--- src/rtl/adsr_pkg.sv ---
// Shared types, constants and helper functions of the ADSR envelope and VCA.
// Used by every module under rtl/; depends on nothing else.
`default_nettype none

package adsr_pkg;

  // Envelope shape.
  localparam int unsigned STEPS_PER_STAGE = 100;
  localparam int unsigned SAMPLE_BITS     = 12;

  // Widths of the fixed fields and registers.
  localparam int unsigned SMP_PORT_W = 12;
  localparam int unsigned SMP_W      = (SAMPLE_BITS < SMP_PORT_W) ? SAMPLE_BITS : SMP_PORT_W;
  localparam int unsigned LVL_W      = 17;
  localparam int unsigned MS_W       = 11;
  localparam int unsigned SUS_W      = 11;
  localparam int unsigned DEB_W      = 8;
  localparam int unsigned PHC_W      = 3;
  localparam int unsigned DATA_W     = 32;

  localparam int unsigned UNIT_STEP  = 1024;
  localparam int unsigned UNIT_SHIFT = $clog2(UNIT_STEP);
  localparam int unsigned FULL_LEVEL = UNIT_STEP * STEPS_PER_STAGE;
  localparam int unsigned LAST_STEP  = STEPS_PER_STAGE - 1;
  localparam int unsigned IDX_W      = $clog2(STEPS_PER_STAGE);
  localparam int unsigned MS_MAX     = (1 << MS_W) - 1;
  localparam int unsigned DUR_W      = $clog2(MS_MAX / STEPS_PER_STAGE + 1);

  // Division by STEPS_PER_STAGE as a multiplication by a rounded-up reciprocal.
  // Exact for every dividend below 2**(RECIP_SHIFT - 7).
  localparam int unsigned RECIP_SHIFT = 32;
  localparam int unsigned RECIP_W     = 33;
  localparam logic [63:0] RECIP64 =
      ((64'd1 << RECIP_SHIFT) + 64'(STEPS_PER_STAGE) - 64'd1) / 64'(STEPS_PER_STAGE);
  localparam logic [RECIP_W-1:0] RECIP = RECIP64[RECIP_W-1:0];

  // Scaled sample after the shift by UNIT_SHIFT: below 2**SMP_W * STEPS_PER_STAGE.
  localparam int unsigned Y_W = SMP_W + $clog2(STEPS_PER_STAGE);

  // Register map.
  localparam int unsigned NUM_REGS = 5;
  localparam int unsigned ADDR_W   = $clog2(NUM_REGS * 4);
  localparam int unsigned RIDX_W   = ADDR_W - 2;

  typedef enum logic [RIDX_W-1:0] {
    REG_ATTACK   = RIDX_W'(0),
    REG_DECAY    = RIDX_W'(1),
    REG_SUSTAIN  = RIDX_W'(2),
    REG_RELEASE  = RIDX_W'(3),
    REG_DEBOUNCE = RIDX_W'(4)
  } reg_idx_e;

  localparam logic [SUS_W-1:0] SUSTAIN_RESET  = SUS_W'(1024);
  localparam logic [DEB_W-1:0] DEBOUNCE_RESET = DEB_W'(50);

  // Envelope phase, one-hot.
  typedef enum logic [5:0] {
    PH_IDLE     = 6'b000001,
    PH_DEBOUNCE = 6'b000010,
    PH_ATTACK   = 6'b000100,
    PH_DECAY    = 6'b001000,
    PH_SUSTAIN  = 6'b010000,
    PH_RELEASE  = 6'b100000
  } phase_e;

  // Phase codes as seen on the result port.
  localparam logic [PHC_W-1:0] PHC_IDLE     = 3'd0;
  localparam logic [PHC_W-1:0] PHC_DEBOUNCE = 3'd1;
  localparam logic [PHC_W-1:0] PHC_ATTACK   = 3'd2;
  localparam logic [PHC_W-1:0] PHC_DECAY    = 3'd3;
  localparam logic [PHC_W-1:0] PHC_SUSTAIN  = 3'd4;
  localparam logic [PHC_W-1:0] PHC_RELEASE  = 3'd5;

  typedef struct packed {
    logic [DUR_W-1:0] attack_dur;
    logic [DUR_W-1:0] decay_dur;
    logic [DUR_W-1:0] release_dur;
    logic [SUS_W-1:0] sustain;
    logic [DEB_W-1:0] debounce;
  } cfg_t;

  typedef struct packed {
    logic [SMP_W-1:0] sample;
    logic             gate;
    logic             tick;
  } item_t;

  typedef struct packed {
    logic [SMP_W-1:0] sample;
    logic [LVL_W-1:0] level;
    logic [PHC_W-1:0] phase;
  } env_out_t;

  typedef struct packed {
    logic [SMP_PORT_W-1:0] dac;
    logic [LVL_W-1:0]      level;
    logic [PHC_W-1:0]      phase;
  } res_t;

  function automatic logic [DUR_W-1:0] div_steps(input logic [MS_W-1:0] ms);
    logic [MS_W+RECIP_W-1:0] prod;
    prod = (MS_W + RECIP_W)'(ms) * (MS_W + RECIP_W)'(RECIP);
    return DUR_W'(prod >> RECIP_SHIFT);
  endfunction

  function automatic logic [PHC_W-1:0] phase_code(input phase_e ph);
    logic [PHC_W-1:0] code;
    case (ph)
      PH_IDLE:     code = PHC_IDLE;
      PH_DEBOUNCE: code = PHC_DEBOUNCE;
      PH_ATTACK:   code = PHC_ATTACK;
      PH_DECAY:    code = PHC_DECAY;
      PH_SUSTAIN:  code = PHC_SUSTAIN;
      PH_RELEASE:  code = PHC_RELEASE;
      default:     code = PHC_IDLE;
    endcase
    return code;
  endfunction

endpackage

`default_nettype wire

--- src/rtl/adsr_regs.sv ---
// Configuration registers of the ADSR envelope behind an APB-style port.
// Depends on adsr_pkg; step durations are worked out when a register is written.
`default_nettype none

module adsr_regs
  import adsr_pkg::*;
(
  input  wire logic              clk_i,
  input  wire logic              rst_ni,
  input  wire logic              psel,
  input  wire logic              penable,
  input  wire logic              pwrite,
  input  wire logic [ADDR_W-1:0] paddr,
  input  wire logic [DATA_W-1:0] pwdata,
  output logic      [DATA_W-1:0] prdata,
  output logic                   pready,
  output cfg_t                   cfg_o
);

  logic [MS_W-1:0]  attack_q, decay_q, release_q;
  logic [SUS_W-1:0] sustain_q;
  logic [DEB_W-1:0] debounce_q;
  logic [DUR_W-1:0] attack_dur_q, decay_dur_q, release_dur_q;
  logic             wr_en;
  logic [RIDX_W-1:0] idx;
  logic [DUR_W-1:0] wr_dur;

  assign pready = 1'b1;
  assign wr_en  = psel & penable & pwrite;
  assign idx    = paddr[ADDR_W-1:2];
  assign wr_dur = div_steps(pwdata[MS_W-1:0]);

  always_ff @(posedge clk_i or negedge rst_ni) begin
    if (!rst_ni) begin
      attack_q      <= '0;
      decay_q       <= '0;
      sustain_q     <= SUSTAIN_RESET;
      release_q     <= '0;
      debounce_q    <= DEBOUNCE_RESET;
      attack_dur_q  <= '0;
      decay_dur_q   <= '0;
      release_dur_q <= '0;
    end else if (wr_en) begin
      case (idx)
        REG_ATTACK: begin
          attack_q     <= pwdata[MS_W-1:0];
          attack_dur_q <= wr_dur;
        end
        REG_DECAY: begin
          decay_q     <= pwdata[MS_W-1:0];
          decay_dur_q <= wr_dur;
        end
        REG_SUSTAIN: begin
          sustain_q <= pwdata[SUS_W-1:0];
        end
        REG_RELEASE: begin
          release_q     <= pwdata[MS_W-1:0];
          release_dur_q <= wr_dur;
        end
        REG_DEBOUNCE: begin
          debounce_q <= pwdata[DEB_W-1:0];
        end
        default: begin
        end
      endcase
    end
  end

  always_comb begin
    case (idx)
      REG_ATTACK:   prdata = DATA_W'(attack_q);
      REG_DECAY:    prdata = DATA_W'(decay_q);
      REG_SUSTAIN:  prdata = DATA_W'(sustain_q);
      REG_RELEASE:  prdata = DATA_W'(release_q);
      REG_DEBOUNCE: prdata = DATA_W'(debounce_q);
      default:      prdata = '0;
    endcase
  end

  // Sustain values above full scale count as full scale.
  always_comb begin
    cfg_o.attack_dur  = attack_dur_q;
    cfg_o.decay_dur   = decay_dur_q;
    cfg_o.release_dur = release_dur_q;
    cfg_o.debounce    = debounce_q;
    cfg_o.sustain     = (sustain_q > SUS_W'(UNIT_STEP)) ? SUS_W'(UNIT_STEP) : sustain_q;
  end

endmodule

`default_nettype wire

--- src/rtl/adsr_front.sv ---
// Front end: accepts input items into a two-entry queue and trims the sample.
// Depends on adsr_pkg.
`default_nettype none

module adsr_front
  import adsr_pkg::*;
(
  input  wire logic                  clk_i,
  input  wire logic                  rst_ni,
  input  wire logic                  push_i,
  output logic                       full_o,
  input  wire logic [SMP_PORT_W-1:0] sample_in_i,
  input  wire logic                  gate_level_i,
  input  wire logic                  ms_tick_i,
  output item_t                      item_o,
  output logic                       item_valid_o,
  input  wire logic                  item_take_i
);

  item_t       mem_q [2];
  logic        wr_ptr_q, rd_ptr_q;
  logic [1:0]  cnt_q;
  logic        wr, rd;
  item_t       wr_item;

  assign full_o       = (cnt_q == 2'd2);
  assign item_valid_o = (cnt_q != 2'd0);
  assign item_o       = mem_q[rd_ptr_q];
  assign wr           = push_i & ~full_o;
  assign rd           = item_take_i & item_valid_o;

  // Only the low sample bits take part in the scaling.
  always_comb begin
    wr_item.sample = sample_in_i[SMP_W-1:0];
    wr_item.gate   = gate_level_i;
    wr_item.tick   = ms_tick_i;
  end

  always_ff @(posedge clk_i) begin
    if (wr) begin
      mem_q[wr_ptr_q] <= wr_item;
    end
  end

  always_ff @(posedge clk_i or negedge rst_ni) begin
    if (!rst_ni) begin
      wr_ptr_q <= 1'b0;
      rd_ptr_q <= 1'b0;
      cnt_q    <= 2'd0;
    end else begin
      if (wr) begin
        wr_ptr_q <= ~wr_ptr_q;
      end
      if (rd) begin
        rd_ptr_q <= ~rd_ptr_q;
      end
      case ({wr, rd})
        2'b10:   cnt_q <= cnt_q + 2'd1;
        2'b01:   cnt_q <= cnt_q - 2'd1;
        default: cnt_q <= cnt_q;
      endcase
    end
  end

endmodule

`default_nettype wire

--- src/rtl/adsr_env.sv ---
// Envelope sequencer: phase, level, step and debounce counters, one item a cycle
// while room_i is high. Depends on adsr_pkg; fed by adsr_front, feeds adsr_vca.
`default_nettype none

module adsr_env
  import adsr_pkg::*;
(
  input  wire logic  clk_i,
  input  wire logic  rst_ni,
  input  wire cfg_t  cfg_i,
  input  wire item_t item_i,
  input  wire logic  item_valid_i,
  input  wire logic  room_i,
  output logic       item_take_o,
  output env_out_t   env_o,
  output logic       env_valid_o
);

  localparam logic [LVL_W-1:0] FULL_LVL = LVL_W'(FULL_LEVEL);
  localparam logic [IDX_W-1:0] LAST_IDX = IDX_W'(LAST_STEP);
  localparam logic [LVL_W-1:0] UNIT_LVL = LVL_W'(UNIT_STEP);

  phase_e           phase_q, phase_d;
  logic [LVL_W-1:0] level_q, level_d, level_nx;
  logic [IDX_W-1:0] idx_q, idx_d;
  logic [DUR_W-1:0] ticks_q, ticks_d, ticks_n;
  logic [DEB_W-1:0] deb_q, deb_d;
  env_out_t         env_q;
  logic             env_valid_q;

  logic [DUR_W-1:0]       dur;
  logic [DUR_W:0]         ticks_inc;
  logic                   step_over;
  logic [DEB_W:0]         deb_inc;
  logic                   deb_hit;
  logic [SUS_W-1:0]       dec;
  logic [IDX_W-1:0]       rel_fac;
  logic [SUS_W+IDX_W-1:0] rel_prod;
  logic                   take;

  assign take        = item_valid_i & room_i;
  assign item_take_o = take;

  // Step timer of the running stage.
  always_comb begin
    case (phase_q)
      PH_ATTACK: dur = cfg_i.attack_dur;
      PH_DECAY:  dur = cfg_i.decay_dur;
      default:   dur = cfg_i.release_dur;
    endcase
    ticks_inc = (DUR_W + 1)'(ticks_q) + (DUR_W + 1)'(1);
    if (dur == '0) begin
      step_over = 1'b1;
      ticks_n   = '0;
    end else if (item_i.tick && (ticks_inc >= (DUR_W + 1)'(dur))) begin
      step_over = 1'b1;
      ticks_n   = '0;
    end else begin
      step_over = 1'b0;
      ticks_n   = item_i.tick ? ticks_inc[DUR_W-1:0] : ticks_q;
    end
  end

  assign deb_inc = (DEB_W + 1)'(deb_q) + (DEB_W + 1)'(1);
  assign deb_hit = deb_inc >= (DEB_W + 1)'(cfg_i.debounce);
  assign dec     = SUS_W'(UNIT_STEP) - cfg_i.sustain;

  // One multiplier serves both the entry into release and each release step.
  assign rel_fac  = (phase_q == PH_RELEASE) ? (LAST_IDX - idx_q) : LAST_IDX;
  assign rel_prod = (SUS_W + IDX_W)'(cfg_i.sustain) * (SUS_W + IDX_W)'(rel_fac);

  always_comb begin
    phase_d  = phase_q;
    level_nx = level_q;
    idx_d    = idx_q;
    ticks_d  = ticks_q;
    deb_d    = deb_q;
    case (phase_q)
      PH_IDLE: begin
        level_nx = '0;
        if (item_i.gate) begin
          if (cfg_i.debounce == '0) begin
            phase_d  = PH_ATTACK;
            idx_d    = IDX_W'(1);
            ticks_d  = '0;
            deb_d    = '0;
            level_nx = UNIT_LVL;
          end else begin
            phase_d = PH_DEBOUNCE;
            deb_d   = '0;
          end
        end
      end
      PH_DEBOUNCE: begin
        level_nx = '0;
        if (!item_i.gate) begin
          phase_d = PH_IDLE;
          deb_d   = '0;
        end else if ((cfg_i.debounce == '0) || (item_i.tick && deb_hit)) begin
          phase_d  = PH_ATTACK;
          idx_d    = IDX_W'(1);
          ticks_d  = '0;
          deb_d    = '0;
          level_nx = UNIT_LVL;
        end else if (item_i.tick) begin
          deb_d = deb_inc[DEB_W-1:0];
        end
      end
      PH_ATTACK: begin
        ticks_d = ticks_n;
        if (step_over) begin
          if (idx_q < LAST_IDX) begin
            idx_d    = idx_q + IDX_W'(1);
            level_nx = level_q + UNIT_LVL;
          end else begin
            // The jump to full scale and the first decay step share an item.
            phase_d  = PH_DECAY;
            idx_d    = IDX_W'(1);
            level_nx = FULL_LVL - LVL_W'(dec);
          end
        end
      end
      PH_DECAY: begin
        ticks_d = ticks_n;
        if (step_over) begin
          if (idx_q < LAST_IDX) begin
            idx_d    = idx_q + IDX_W'(1);
            level_nx = (level_q > LVL_W'(dec)) ? (level_q - LVL_W'(dec)) : '0;
          end else begin
            phase_d = PH_SUSTAIN;
            idx_d   = '0;
            deb_d   = '0;
          end
        end
      end
      PH_SUSTAIN: begin
        if (item_i.gate) begin
          deb_d = '0;
        end else if ((cfg_i.debounce == '0) || (item_i.tick && deb_hit)) begin
          phase_d  = PH_RELEASE;
          idx_d    = IDX_W'(1);
          ticks_d  = '0;
          deb_d    = '0;
          level_nx = LVL_W'(rel_prod);
        end else if (item_i.tick) begin
          deb_d = deb_inc[DEB_W-1:0];
        end
      end
      PH_RELEASE: begin
        ticks_d = ticks_n;
        if (step_over) begin
          if (idx_q < LAST_IDX) begin
            idx_d    = idx_q + IDX_W'(1);
            level_nx = LVL_W'(rel_prod);
          end else begin
            phase_d  = PH_IDLE;
            idx_d    = '0;
            level_nx = '0;
          end
        end
      end
      default: begin
        phase_d  = PH_IDLE;
        level_nx = '0;
      end
    endcase
    level_d = (level_nx > FULL_LVL) ? FULL_LVL : level_nx;
  end

  always_ff @(posedge clk_i or negedge rst_ni) begin
    if (!rst_ni) begin
      phase_q     <= PH_IDLE;
      level_q     <= '0;
      idx_q       <= '0;
      ticks_q     <= '0;
      deb_q       <= '0;
      env_valid_q <= 1'b0;
    end else begin
      env_valid_q <= take;
      if (take) begin
        phase_q <= phase_d;
        level_q <= level_d;
        idx_q   <= idx_d;
        ticks_q <= ticks_d;
        deb_q   <= deb_d;
      end
    end
  end

  always_ff @(posedge clk_i) begin
    if (take) begin
      env_q.sample <= item_i.sample;
      env_q.level  <= level_d;
      env_q.phase  <= phase_code(phase_d);
    end
  end

  assign env_o       = env_q;
  assign env_valid_o = env_valid_q;

`ifndef SYNTHESIS
  a_level_in_range: assert property (@(posedge clk_i) disable iff (!rst_ni)
    level_q <= FULL_LVL)
    else $error("envelope level above full scale");

  a_idle_silent: assert property (@(posedge clk_i) disable iff (!rst_ni)
    ((phase_q == PH_IDLE) || (phase_q == PH_DEBOUNCE)) |-> (level_q == '0))
    else $error("nonzero level outside the envelope");

  a_attack_ramp: assert property (@(posedge clk_i) disable iff (!rst_ni)
    (phase_q == PH_ATTACK) |-> (level_q == (LVL_W'(idx_q) << UNIT_SHIFT)))
    else $error("attack level does not follow the step index");
`endif

endmodule

`default_nettype wire

--- src/rtl/adsr_vca.sv ---
// Back end: sample times envelope, scaled to the DAC range, then the result queue.
// Depends on adsr_pkg; fed by adsr_env.
`default_nettype none

module adsr_vca
  import adsr_pkg::*;
(
  input  wire logic     clk_i,
  input  wire logic     rst_ni,
  input  wire env_out_t env_i,
  input  wire logic     env_valid_i,
  output logic          room_o,
  output logic          empty_o,
  input  wire logic     pop_i,
  output res_t          res_o
);

  localparam int unsigned OQ_DEPTH = 8;
  localparam int unsigned OQ_AW    = $clog2(OQ_DEPTH);
  localparam int unsigned SUM_W    = OQ_AW + 2;
  localparam int unsigned P_W      = SMP_W + LVL_W;
  localparam int unsigned Q_W      = Y_W + RECIP_W;

  // Stage 1: sample times level.
  logic             v1_q;
  logic [P_W-1:0]   p1_q;
  logic [LVL_W-1:0] lvl1_q;
  logic [PHC_W-1:0] ph1_q;
  // Stage 2: divide by the step count through the reciprocal.
  logic             v2_q;
  logic [Q_W-1:0]   q2_q;
  logic [LVL_W-1:0] lvl2_q;
  logic [PHC_W-1:0] ph2_q;

  logic [Y_W-1:0]   y1;
  res_t             wr_res;

  res_t             mem_q [OQ_DEPTH];
  logic [OQ_AW-1:0] wr_ptr_q, rd_ptr_q;
  logic [OQ_AW:0]   cnt_q;
  logic             wr, rd;
  logic [SUM_W-1:0] used;

  assign y1 = p1_q[UNIT_SHIFT +: Y_W];

  always_ff @(posedge clk_i) begin
    p1_q   <= P_W'(env_i.sample) * P_W'(env_i.level);
    lvl1_q <= env_i.level;
    ph1_q  <= env_i.phase;
    q2_q   <= Q_W'(y1) * Q_W'(RECIP);
    lvl2_q <= lvl1_q;
    ph2_q  <= ph1_q;
  end

  always_ff @(posedge clk_i or negedge rst_ni) begin
    if (!rst_ni) begin
      v1_q <= 1'b0;
      v2_q <= 1'b0;
    end else begin
      v1_q <= env_valid_i;
      v2_q <= v1_q;
    end
  end

  always_comb begin
    wr_res.dac   = SMP_PORT_W'(q2_q[RECIP_SHIFT +: SMP_W]);
    wr_res.level = lvl2_q;
    wr_res.phase = ph2_q;
  end

  // Room is granted against queued plus in-flight results, so the pipe never stalls.
  assign used = SUM_W'(cnt_q) + SUM_W'(env_valid_i) + SUM_W'(v1_q) + SUM_W'(v2_q);
  assign room_o  = used < SUM_W'(OQ_DEPTH);
  assign empty_o = (cnt_q == '0);
  assign res_o   = mem_q[rd_ptr_q];
  assign wr      = v2_q;
  assign rd      = pop_i & ~empty_o;

  always_ff @(posedge clk_i) begin
    if (wr) begin
      mem_q[wr_ptr_q] <= wr_res;
    end
  end

  always_ff @(posedge clk_i or negedge rst_ni) begin
    if (!rst_ni) begin
      wr_ptr_q <= '0;
      rd_ptr_q <= '0;
      cnt_q    <= '0;
    end else begin
      if (wr) begin
        wr_ptr_q <= wr_ptr_q + OQ_AW'(1);
      end
      if (rd) begin
        rd_ptr_q <= rd_ptr_q + OQ_AW'(1);
      end
      case ({wr, rd})
        2'b10:   cnt_q <= cnt_q + (OQ_AW + 1)'(1);
        2'b01:   cnt_q <= cnt_q - (OQ_AW + 1)'(1);
        default: cnt_q <= cnt_q;
      endcase
    end
  end

`ifndef SYNTHESIS
  a_credit_bound: assert property (@(posedge clk_i) disable iff (!rst_ni)
    used <= SUM_W'(OQ_DEPTH))
    else $error("more results in flight than queue entries");

  a_no_overflow: assert property (@(posedge clk_i) disable iff (!rst_ni)
    v2_q |-> (cnt_q < (OQ_AW + 1)'(OQ_DEPTH)))
    else $error("result written into a full queue");
`endif

endmodule

`default_nettype wire

--- src/rtl/adsr_envelope_vca.sv ---
// Top level of the linear ADSR envelope generator with sample multiplier.
// Depends on adsr_pkg, adsr_regs, adsr_front, adsr_env and adsr_vca.
//
//   Input items (sample_in_i, gate_level_i, ms_tick_i) are offered with push and
//   taken at a clock edge where push is high and full is low. Every item yields
//   exactly one result item: dac_out_o = floor(sample * level / 102400), the
//   envelope level after this item's update and the phase code.
//   Results wait in an eight-entry queue; the oldest is on the result ports while
//   empty is low and is taken at an edge where pop is high.
//   Path: a result becomes visible once its item has passed the input queue, the
//   envelope update, the multiply and the divide by the step count through a
//   reciprocal multiply. Throughput is one item per cycle while queued plus
//   in-flight results leave room in the result queue, set by the envelope update;
//   the two multiplier stages are pipelined behind it.
//   When the receiver stalls, results collect in the queue; the envelope stage
//   stops taking items once queued plus in-flight results fill the queue, then
//   the two-entry input queue fills and full rises. Nothing is dropped.
//   Reset (rst_ni low, asynchronous) empties both queues, idles the envelope at
//   level zero and loads sustain 1024, debounce 50 ms and zero durations.
//   Registers sit at byte address 4*index; write them only with nothing in flight.
`default_nettype none

module adsr_envelope_vca
  import adsr_pkg::*;
(
  input  wire logic                  clk_i,
  input  wire logic                  rst_ni,
  // Configuration port
  input  wire logic                  psel,
  input  wire logic                  penable,
  input  wire logic                  pwrite,
  input  wire logic [ADDR_W-1:0]     paddr,
  input  wire logic [DATA_W-1:0]     pwdata,
  output logic      [DATA_W-1:0]     prdata,
  output logic                       pready,
  // Input items
  input  wire logic                  push,
  output logic                       full,
  input  wire logic [SMP_PORT_W-1:0] sample_in_i,
  input  wire logic                  gate_level_i,
  input  wire logic                  ms_tick_i,
  // Result items
  output logic                       empty,
  input  wire logic                  pop,
  output logic      [SMP_PORT_W-1:0] dac_out_o,
  output logic      [LVL_W-1:0]      envelope_level_o,
  output logic      [PHC_W-1:0]      phase_out_o
);

  cfg_t     cfg;
  item_t    item;
  logic     item_valid;
  logic     item_take;
  env_out_t env_res;
  logic     env_valid;
  logic     room;
  res_t     res;

  adsr_regs u_regs (
    .clk_i   (clk_i),
    .rst_ni  (rst_ni),
    .psel    (psel),
    .penable (penable),
    .pwrite  (pwrite),
    .paddr   (paddr),
    .pwdata  (pwdata),
    .prdata  (prdata),
    .pready  (pready),
    .cfg_o   (cfg)
  );

  // Front end: accepts items and holds them until the envelope stage takes them.
  adsr_front u_front (
    .clk_i        (clk_i),
    .rst_ni       (rst_ni),
    .push_i       (push),
    .full_o       (full),
    .sample_in_i  (sample_in_i),
    .gate_level_i (gate_level_i),
    .ms_tick_i    (ms_tick_i),
    .item_o       (item),
    .item_valid_o (item_valid),
    .item_take_i  (item_take)
  );

  // Envelope state advances once for every item it takes.
  adsr_env u_env (
    .clk_i        (clk_i),
    .rst_ni       (rst_ni),
    .cfg_i        (cfg),
    .item_i       (item),
    .item_valid_i (item_valid),
    .room_i       (room),
    .item_take_o  (item_take),
    .env_o        (env_res),
    .env_valid_o  (env_valid)
  );

  // Back end: scaling pipeline and result queue; room is its credit signal.
  adsr_vca u_vca (
    .clk_i       (clk_i),
    .rst_ni      (rst_ni),
    .env_i       (env_res),
    .env_valid_i (env_valid),
    .room_o      (room),
    .empty_o     (empty),
    .pop_i       (pop),
    .res_o       (res)
  );

  assign dac_out_o        = res.dac;
  assign envelope_level_o = res.level;
  assign phase_out_o      = res.phase;

endmodule

`default_nettype wire
--- config.mk ---
export PLATFORM = sky130hd
export DESIGN_NAME = adsr_envelope_vca
export DESIGN_NICKNAME = d
export VERILOG_FILES = /design/src/rtl/adsr_pkg.sv /design/src/rtl/adsr_regs.sv /design/src/rtl/adsr_front.sv /design/src/rtl/adsr_env.sv /design/src/rtl/adsr_vca.sv /design/src/rtl/adsr_envelope_vca.sv
export SDC_FILE = /design/constraint.sdc
export NUM_CORES = 2
export LEC_CHECK = 0
export ABC_AREA = 1
export ABC_CLOCK_PERIOD_IN_PS = 9800
export BUFFER_PORTS_ARGS = -buffer_cell sky130_fd_sc_hd__buf_2
export CORE_AREA = 2 2 309 311
export DETAILED_ROUTE_END_ITERATION = 8
export DIE_AREA = 0 0 311 313
export PLACE_DENSITY = 0.61
export SLEW_MARGIN = 20
export SYNTH_ARGS = -nofsm -noshare
export SYNTH_HDL_FRONTEND = slang
export SYNTH_SLANG_ARGS = --single-unit
--- constraint.sdc ---
create_clock -name clk_i -period 9.8 [get_ports clk_i]
set_input_delay 0.49 -clock clk_i [delete_from_list [all_inputs] [get_ports clk_i]]
set_output_delay 0.49 -clock clk_i [all_outputs]
set_load 0.03 [all_outputs]
Yosys cells after proc, flatten, opt, wreduce, memory -nomap -nowiden:

Memories as Yosys holds them, arrays and structs flattened.
Cells that the tools add are included.

* $add $sub $neg: 17
* magnitude comparators: 7
* $mul: 4
* reductions and logical operators: 23
* mux-type cells: 68
* equal/unequal tests: 29
* bitwise operators: 10

Operators with widths (count)
* $mux 17: 12
* $pmux 17 s6: 1
* $mux 7: 10
* $mux 6: 11
* $mux 8: 7
* $pmux 11 s5: 1
* $mul 19x26->44 const B: 1
* $mux 5: 8
* $mul 11x26->37 const B: 1
* $pmux 6 s6: 1
* $pmux 7 s5: 1
* $mux 11: 3
* $pmux 8 s4: 1
* $mul 12x17->29: 1
* $pmux 5 s4: 1
* $add 17x11->17 const B: 1
* $gt 17x11->1: 1
* $gt 17x17->1 const B: 1
* $mul 11x7->17: 1
* $sub 16x12->17 const A: 1
* $sub 17x11->17: 1
* $pmux 3 s5: 1
* $eq 6x2->1 const B: 2
* $eq 6x3->1 const B: 2
* 51 further kinds: 87

* RAM bits: 284
* memories kept: 2
* register bits after elaboration: 272
* output and inout port bits: 67
* input port bits: 58

Memories
* u_vca.mem_q: depth 8, width 32, rd ports 1, clocked after memory_dff 0, write ports 1, line adsr_vca.sv:38 `res_t mem_q [OQ_DEPTH];`
* u_front.mem_q: depth 2, width 14, rd ports 1, clocked after memory_dff 0, write ports 1, line adsr_front.sv:20 `item_t mem_q [2];`

Depth between registers and ports, before layout:

* word-level depth: 10
* mapped depth: 38
* gate-level depth less buffers: 37

Modules after synthesis:

Synthesis repeated with hierarchy kept, for this count alone.

* cells, all modules: 5416
* area, all modules: 45367.3 um^2

Modules (own cells, without submodules)
* adsr_vca: times used 1, seq. area each 9409.0 um^2, area each 27202.3 um^2, cells each 2949
* adsr_env: times used 1, seq. area each 2063.2 um^2, area each 9461.6 um^2, cells each 1434
* adsr_regs: times used 1, seq. area each 1681.6 um^2, area each 7444.6 um^2, cells each 928
* adsr_front: times used 1, seq. area each 940.9 um^2, area each 1258.7 um^2, cells each 105

Least setup slack after synthesis:

Ideal clock, no wire load.

* kind: register -> register
* start point: reg u_env.phase_q[2]
* end point: reg u_env.env_q, in the netlist u_env.env_o[14], data pin
* buffers on the path: 1
* setup time: 138 ps
* required time: 9662 ps
* slack: 3635 ps
* stages on the path, launching flop included: 34
* clock period less this slack: 6165 ps
* arrival time: 6027 ps
* path through: dfrtp_1 nor2_1 nand2_1 nor3_4 inv_2 nor3_1 inv_1 nor2_1 fa_1 fa_1 fa_1 inv_1 fa_1 inv_1 ha_1 a21oi_1 nor2_1 nor2_1 nand3_1 a21boi_0 xor2_1 nand2_1 o21ai_0 nand2_1 nand3_1 nand2_1 nor2_1 nand3_1 nor2_1 nand3_2 nand2_4 inv_2 buf_6 nor2_1

* longest elaborated chain between the ends: 10

Ends and longest elaborated chain
* start, declared: line adsr_env.sv:23 `phase_e phase_q, phase_d;`
* start signal, assigned: line adsr_env.sv:181 `phase_q <= phase_d;`
* branches (longest 7 deep; another with $mul 11x7->17)
* $pmux 17 s6 (*): line adsr_env.sv:78 `case (phase_q)`
* $gt 17x17->1: line adsr_env.sv:167 `level_d = (level_nx > FULL_LVL) ? FULL_LVL : level_nx;`
* $mux 17 (*): line adsr_env.sv:167
* via u_env.level_d[11]: line adsr_env.sv:24 `logic [LVL_W-1:0] level_q, level_d, level_nx;`
* end, declared: line adsr_env.sv:28 `env_out_t env_q;`

Mark *: on every way through the listed nets, which the timed path passes.
A chain may end at the register's enable or synchronous reset.

Worst setup path in the final report:

* start point: reg u_env.phase_q[2]
* end point: reg u_env.env_q, in the netlist u_env.env_o[12], data pin

The elaborated chain is that of the path after synthesis.

==> load_flow_metrics.sql <==
INSERT INTO impl_metrics (metric_group, metric, value, unit) VALUES
('run_status', 'outcome', 'finished clean', ''),
('run', 'cap_violations', '0', ''),
('cells_and_area', 'filler_cell_count', '8964', ''),
('cells_and_area', 'mostFrequentLayoutCells', 'sky130_fd_sc_hd__inv_1, sky130_fd_sc_hd__nand2_1, sky130_fd_sc_hd__nor2_1', ''),
('route', 'post-route-drc-count', '0', ''),
('placed_design', 'placement.io_buffers', '79', ''),
('cells_and_area', 'multi_input_comb_area', '0.02422', 'mm^2'),
('synthesis', 'synth.lib_cells_used.distinct', '67', ''),
('global_route', 'antenna_found_initial', '5', ''),
('clocking', 'tritoncts', 'yes', ''),
('synthesis', 'synthCells', '4567', ''),
('route', 'met3WireLength', '4064', 'um'),
('placed_design', 'pre_cts_slack', '2.250', 'ns'),
('route', 'ant_nets', '0', ''),
('timing', 'post-route-period-util', '0.7848', ''),
('timing', 'setup_ws', '2.109', 'ns'),
('route', 'routedLengthMet1', '45470', 'um'),
('route', 'via_per_inst', '5.120', ''),
('floorplanning', 'rows', '113', ''),
('floorplanning', 'fp.dieArea', '0.09734', 'mm^2'),
('route', 'routedWlPerCell', '17.21', 'um'),
('clocking', 'cts_resized', '0', ''),
('synthesis', 'ys_ff_latch', '514', ''),
('timing', 'worstMarginPinSlew', '1.057', 'ns'),
('setup_path', 'worst_setup_path_end_kind', 'register', ''),
('floorplanning', 'die_width', '311', 'um'),
('setup_path', 'start_kind', 'register', ''),
('synthesis', 'summed_instance_area_of_the_synthesized_netlist', '0.04205', 'mm^2'),
('global_route', 'wire_length_of_the_first_global_routing_pass', '165100', 'um'),
('clocking', 'clock_tree.htree_level_count', '2', ''),
('setup_path', 'criticalPathCategory', 'reg2reg', ''),
('setup_path', 'worst_path_most_repeated_cell', 'sky130_fd_sc_hd__nor2_1', ''),
('placed_design', 'gp_weighted_congestion', '0.9270', ''),
('clocking', 'cts-root-to-sink-buffers', '3', ''),
('setup_path', 'worst-endpoint-arrival', '8.15', 'ns'),
('synthesis', 'synth.yosys.seq_area_share', '0.3352', ''),
('timing', 'fin_setup_tns', '0', 'ns'),
('cells_and_area', 'num-nets-final', '5489', ''),
('floorplanning', 'ios', '125', ''),
('floorplanning', 'fp.dieH', '313', 'um'),
('timing', 'timing_max_transition_violations_final', '0', ''),
('clocking', 'numCtsBuffers', '54', ''),
('synthesis', 'yosysWarnings', '0', ''),
('route', 'met2_wirelength', '49910', 'um'),
('min_path', 'hold_path_class', 'in2reg', ''),
('setup_path', 'crit_path_max_fanout', '17', ''),
('setup_path', 'worst_path_max_delay_cell', 'sky130_fd_sc_hd__nor3_1', ''),
('global_route', 'global_route.overflow_total', '0', ''),
('synthesis', 'postSynth.topFlopCell', 'sky130_fd_sc_hd__edfxtp_1', ''),
('timing', 'hold_viol_final', '0', ''),
('timing', 'final-setup-viol-count', '0', ''),
('timing', 'relSlewSlack', '0.2889', ''),
('synthesis', 'synth-edff-count', '316', ''),
('route', 'via_count', '30210', ''),
('timing', 'achievable-frequency', '130.0', 'MHz'),
('global_route', 'grt_start_max_net_pins', '82', ''),
('route', 'highest-signal-layer', 'met4', ''),
('route', 'drt-pass1-iter-count', '6', ''),
('floorplanning', 'placeableCoreArea', '0.09416', 'mm^2'),
('cells_and_area', 'commonest_non_fill_non_tap_cell_in_the_layout', 'sky130_fd_sc_hd__inv_1', ''),
('global_route', 'first_global_vias', '30780', ''),
('cells_and_area', 'area_growth_syn_to_layout', '8.194', '%'),
('timing', 'grt_setup_unrepaired', 'false', ''),
('timing', 'post_layout_min_period', '7.691', 'ns'),
('timing', 'finalClockSkew', '0.04014', 'ns'),
('clocking', 'clk_transition_reported_paths', '0.06', 'ns'),
('placed_design', 'hpwlAfterDp', '75990', 'um'),
('clocking', 'numClockSinks', '514', ''),
('route', 'drc_violation_total_after_the_first_tritonroute_iteration', '2068', ''),
('clocking', 'clk_root_buffer_cell', 'sky130_fd_sc_hd__clkbuf_16', ''),
('global_route', 'global_route.usage.total', '0.2116', ''),
('floorplanning', 'initial_core_util', '0.4466', ''),
('route', 'wirelength', '101600', 'um'),
('synthesis', 'syn-mean-instance-area', '9.208', 'um^2'),
('clocking', 'skew_pair_late_insertion_delay', '0.63', 'ns'),
('setup_path', 'worst_path_largest_cell_delay', '0.57', 'ns'),
('cells_and_area', 'seq_area', '0.01410', 'mm^2'),
('setup_path', 'worst_endpoint_required_time', '10.26', 'ns'),
('synthesis', 'synth_async_sr_flop_share', '0.2471', ''),
('cells_and_area', 'drive_above_1_share', '0.05976', ''),
('cells_and_area', 'finalCoreUtilization', '0.4832', '');
[synthesized netlist by cell type (5+ instances only)]
master | n | area (um^2)
sky130_fd_sc_hd__dfrtp_1 | 122 | 3053
sky130_fd_sc_hd__nand2_2 | 8 | 50.05
sky130_fd_sc_hd__a22oi_1 | 5 | 37.54
sky130_fd_sc_hd__or2_2 | 12 | 75.07
sky130_fd_sc_hd__inv_2 | 10 | 37.54
sky130_fd_sc_hd__nor2_1 | 454 | 1704
sky130_fd_sc_hd__a21o_1 | 7 | 52.55
sky130_fd_sc_hd__o21bai_1 | 9 | 67.56
sky130_fd_sc_hd__nor3_1 | 29 | 145.1
sky130_fd_sc_hd__nand4_1 | 24 | 150.1
sky130_fd_sc_hd__o2111ai_1 | 14 | 122.6
sky130_fd_sc_hd__o21ai_1 | 12 | 60.06
sky130_fd_sc_hd__buf_1 | 7 | 26.28
sky130_fd_sc_hd__clkbuf_1 | 116 | 435.4
sky130_fd_sc_hd__o21ai_0 | 297 | 1486
sky130_fd_sc_hd__a31oi_1 | 37 | 231.5
sky130_fd_sc_hd__o211ai_1 | 10 | 75.07
sky130_fd_sc_hd__nand3_1 | 141 | 705.7
sky130_fd_sc_hd__a21oi_1 | 133 | 665.6
sky130_fd_sc_hd__o22ai_1 | 39 | 244.0
sky130_fd_sc_hd__xor2_1 | 59 | 516.8
sky130_fd_sc_hd__dfstp_2 | 5 | 131.4
sky130_fd_sc_hd__nor2_2 | 13 | 81.33
sky130_fd_sc_hd__buf_4 | 26 | 195.2
sky130_fd_sc_hd__nand3b_1 | 10 | 75.07
sky130_fd_sc_hd__edfxtp_1 | 316 | 9489
sky130_fd_sc_hd__xnor2_1 | 26 | 227.7
sky130_fd_sc_hd__a221oi_1 | 7 | 61.31
sky130_fd_sc_hd__o31ai_1 | 6 | 45.04
sky130_fd_sc_hd__inv_1 | 818 | 3070
sky130_fd_sc_hd__a21boi_0 | 5 | 37.54
sky130_fd_sc_hd__fa_1 | 414 | 8288
sky130_fd_sc_hd__nor4_1 | 7 | 43.79
sky130_fd_sc_hd__buf_6 | 5 | 56.30
sky130_fd_sc_hd__nand2_1 | 807 | 3029
sky130_fd_sc_hd__ha_1 | 428 | 5355
sky130_fd_sc_hd__dfxtp_1 | 71 | 1421
[state kept, by name, indices dropped and copies added, names as in the netlist, 4 cells and up]
register,flops
u_vca.mem_q,256
u_env.env_o,32
u_front.mem_q,28
u_vca.p1_q,19
u_env.level_q,17
u_vca.lvl1_q,17
u_vca.lvl2_q,17
u_vca.q2_q,12
u_regs.attack_q,11
u_regs.decay_q,11
u_regs.release_q,11
u_regs.sustain_q,11
u_env.deb_q,8
u_regs.debounce_q,8
u_env.idx_q,7
u_env.phase_q,6
u_env.ticks_q,5
u_regs.attack_dur_q,5
u_regs.decay_dur_q,5
u_regs.release_dur_q,5
u_vca.cnt_q,4
[final timing paths]
check	startpoint	end	slack (ns)	cells past startpoint
max	u_env.phase_q[2]$_DFFE_PN0P_	u_env.env_o[12]$_DFFE_PP_	2.11	33
min	sample_in_i[5]	u_front.mem_q[1][7]$_DFFE_PP_	0.05	1
max reg2reg	u_env.phase_q[2]$_DFFE_PN0P_	u_env.env_o[12]$_DFFE_PP_	2.11	33
min reg2reg	u_vca.lvl1_q[11]$_DFF_P_	u_vca.lvl2_q[11]$_DFF_P_	0.32	0
max in group asynchronous	rst_ni	u_env.deb_q[1]$_DFFE_PN0P_	8.34	3
min in group asynchronous	rst_ni	u_env.idx_q[6]$_DFFE_PN0P_	0.39	2
[per-layer routing]
metal / vias to the layer above / global-route usage
met5: - / 0
met4: 0 / 0.04820
met3: 146 / 0.02243
met2: 654 / 0.3699
met1: 14770 / 0.2839
li1: 14640 / -
[what timing repair did]
item,in CTS,in global routing
setup endpoints to repair,0,0
hold buffers,1,0
setup buffers,0,0
hold endpoints to repair,45,0
[stage by stage]
step,instances,instance area [um^2],hold slack (ns)
final,5901,45500,0.04908
after global placement,5797,43630,0.3099
after CTS,5900,45490,0.01461
after floorplan,4587,42130,0.1944
after detailed placement,5797,43630,0.3121
after global routing,5900,45490,0.02464
[cells by family (layout without fill, tap and decap cells)]
logic type / count (synthesis) / count (layout) / share of synthesized area
AOI/OAI and AO/OA: 611 / 611 / 0.08200
xor gates and xnor gates: 85 / 85 / 0.01770
adders and majority gates: 842 / 842 / 0.3244
buffers and inverters: 993 / 1041 / 0.09233
DFF: 514 / 514 / 0.3352
other: 2 / 23 / 0.0001786
and+or+nand+nor: 1520 / 1520 / 0.1482
[worst max-delay path: cells and delay by family (launching register included)]
family,cells,cell delay [ns]
fa+ha+maj,5,2.41
simple gates,18,2.89
xor+xnor,1,0.32
flops,1,0.41
buf+inv,6,0.96
compound gates,3,0.52
[cell type report]
class / count / share of cell area
antenna: 1 / 0.00005500
clock buffer: 76 / 0.03421
clock inverter: 26 / 0.006380
inverter: 833 / 0.06881
multi-input combinational: 3080 / 0.5324
sequential: 514 / 0.3099
tap: 1265 / 0.03479
timing repair buffer: 106 / 0.01342
Power is not shown: default switching activity piles up to over one toggle a cycle in this logic, so the estimate is an artifact.
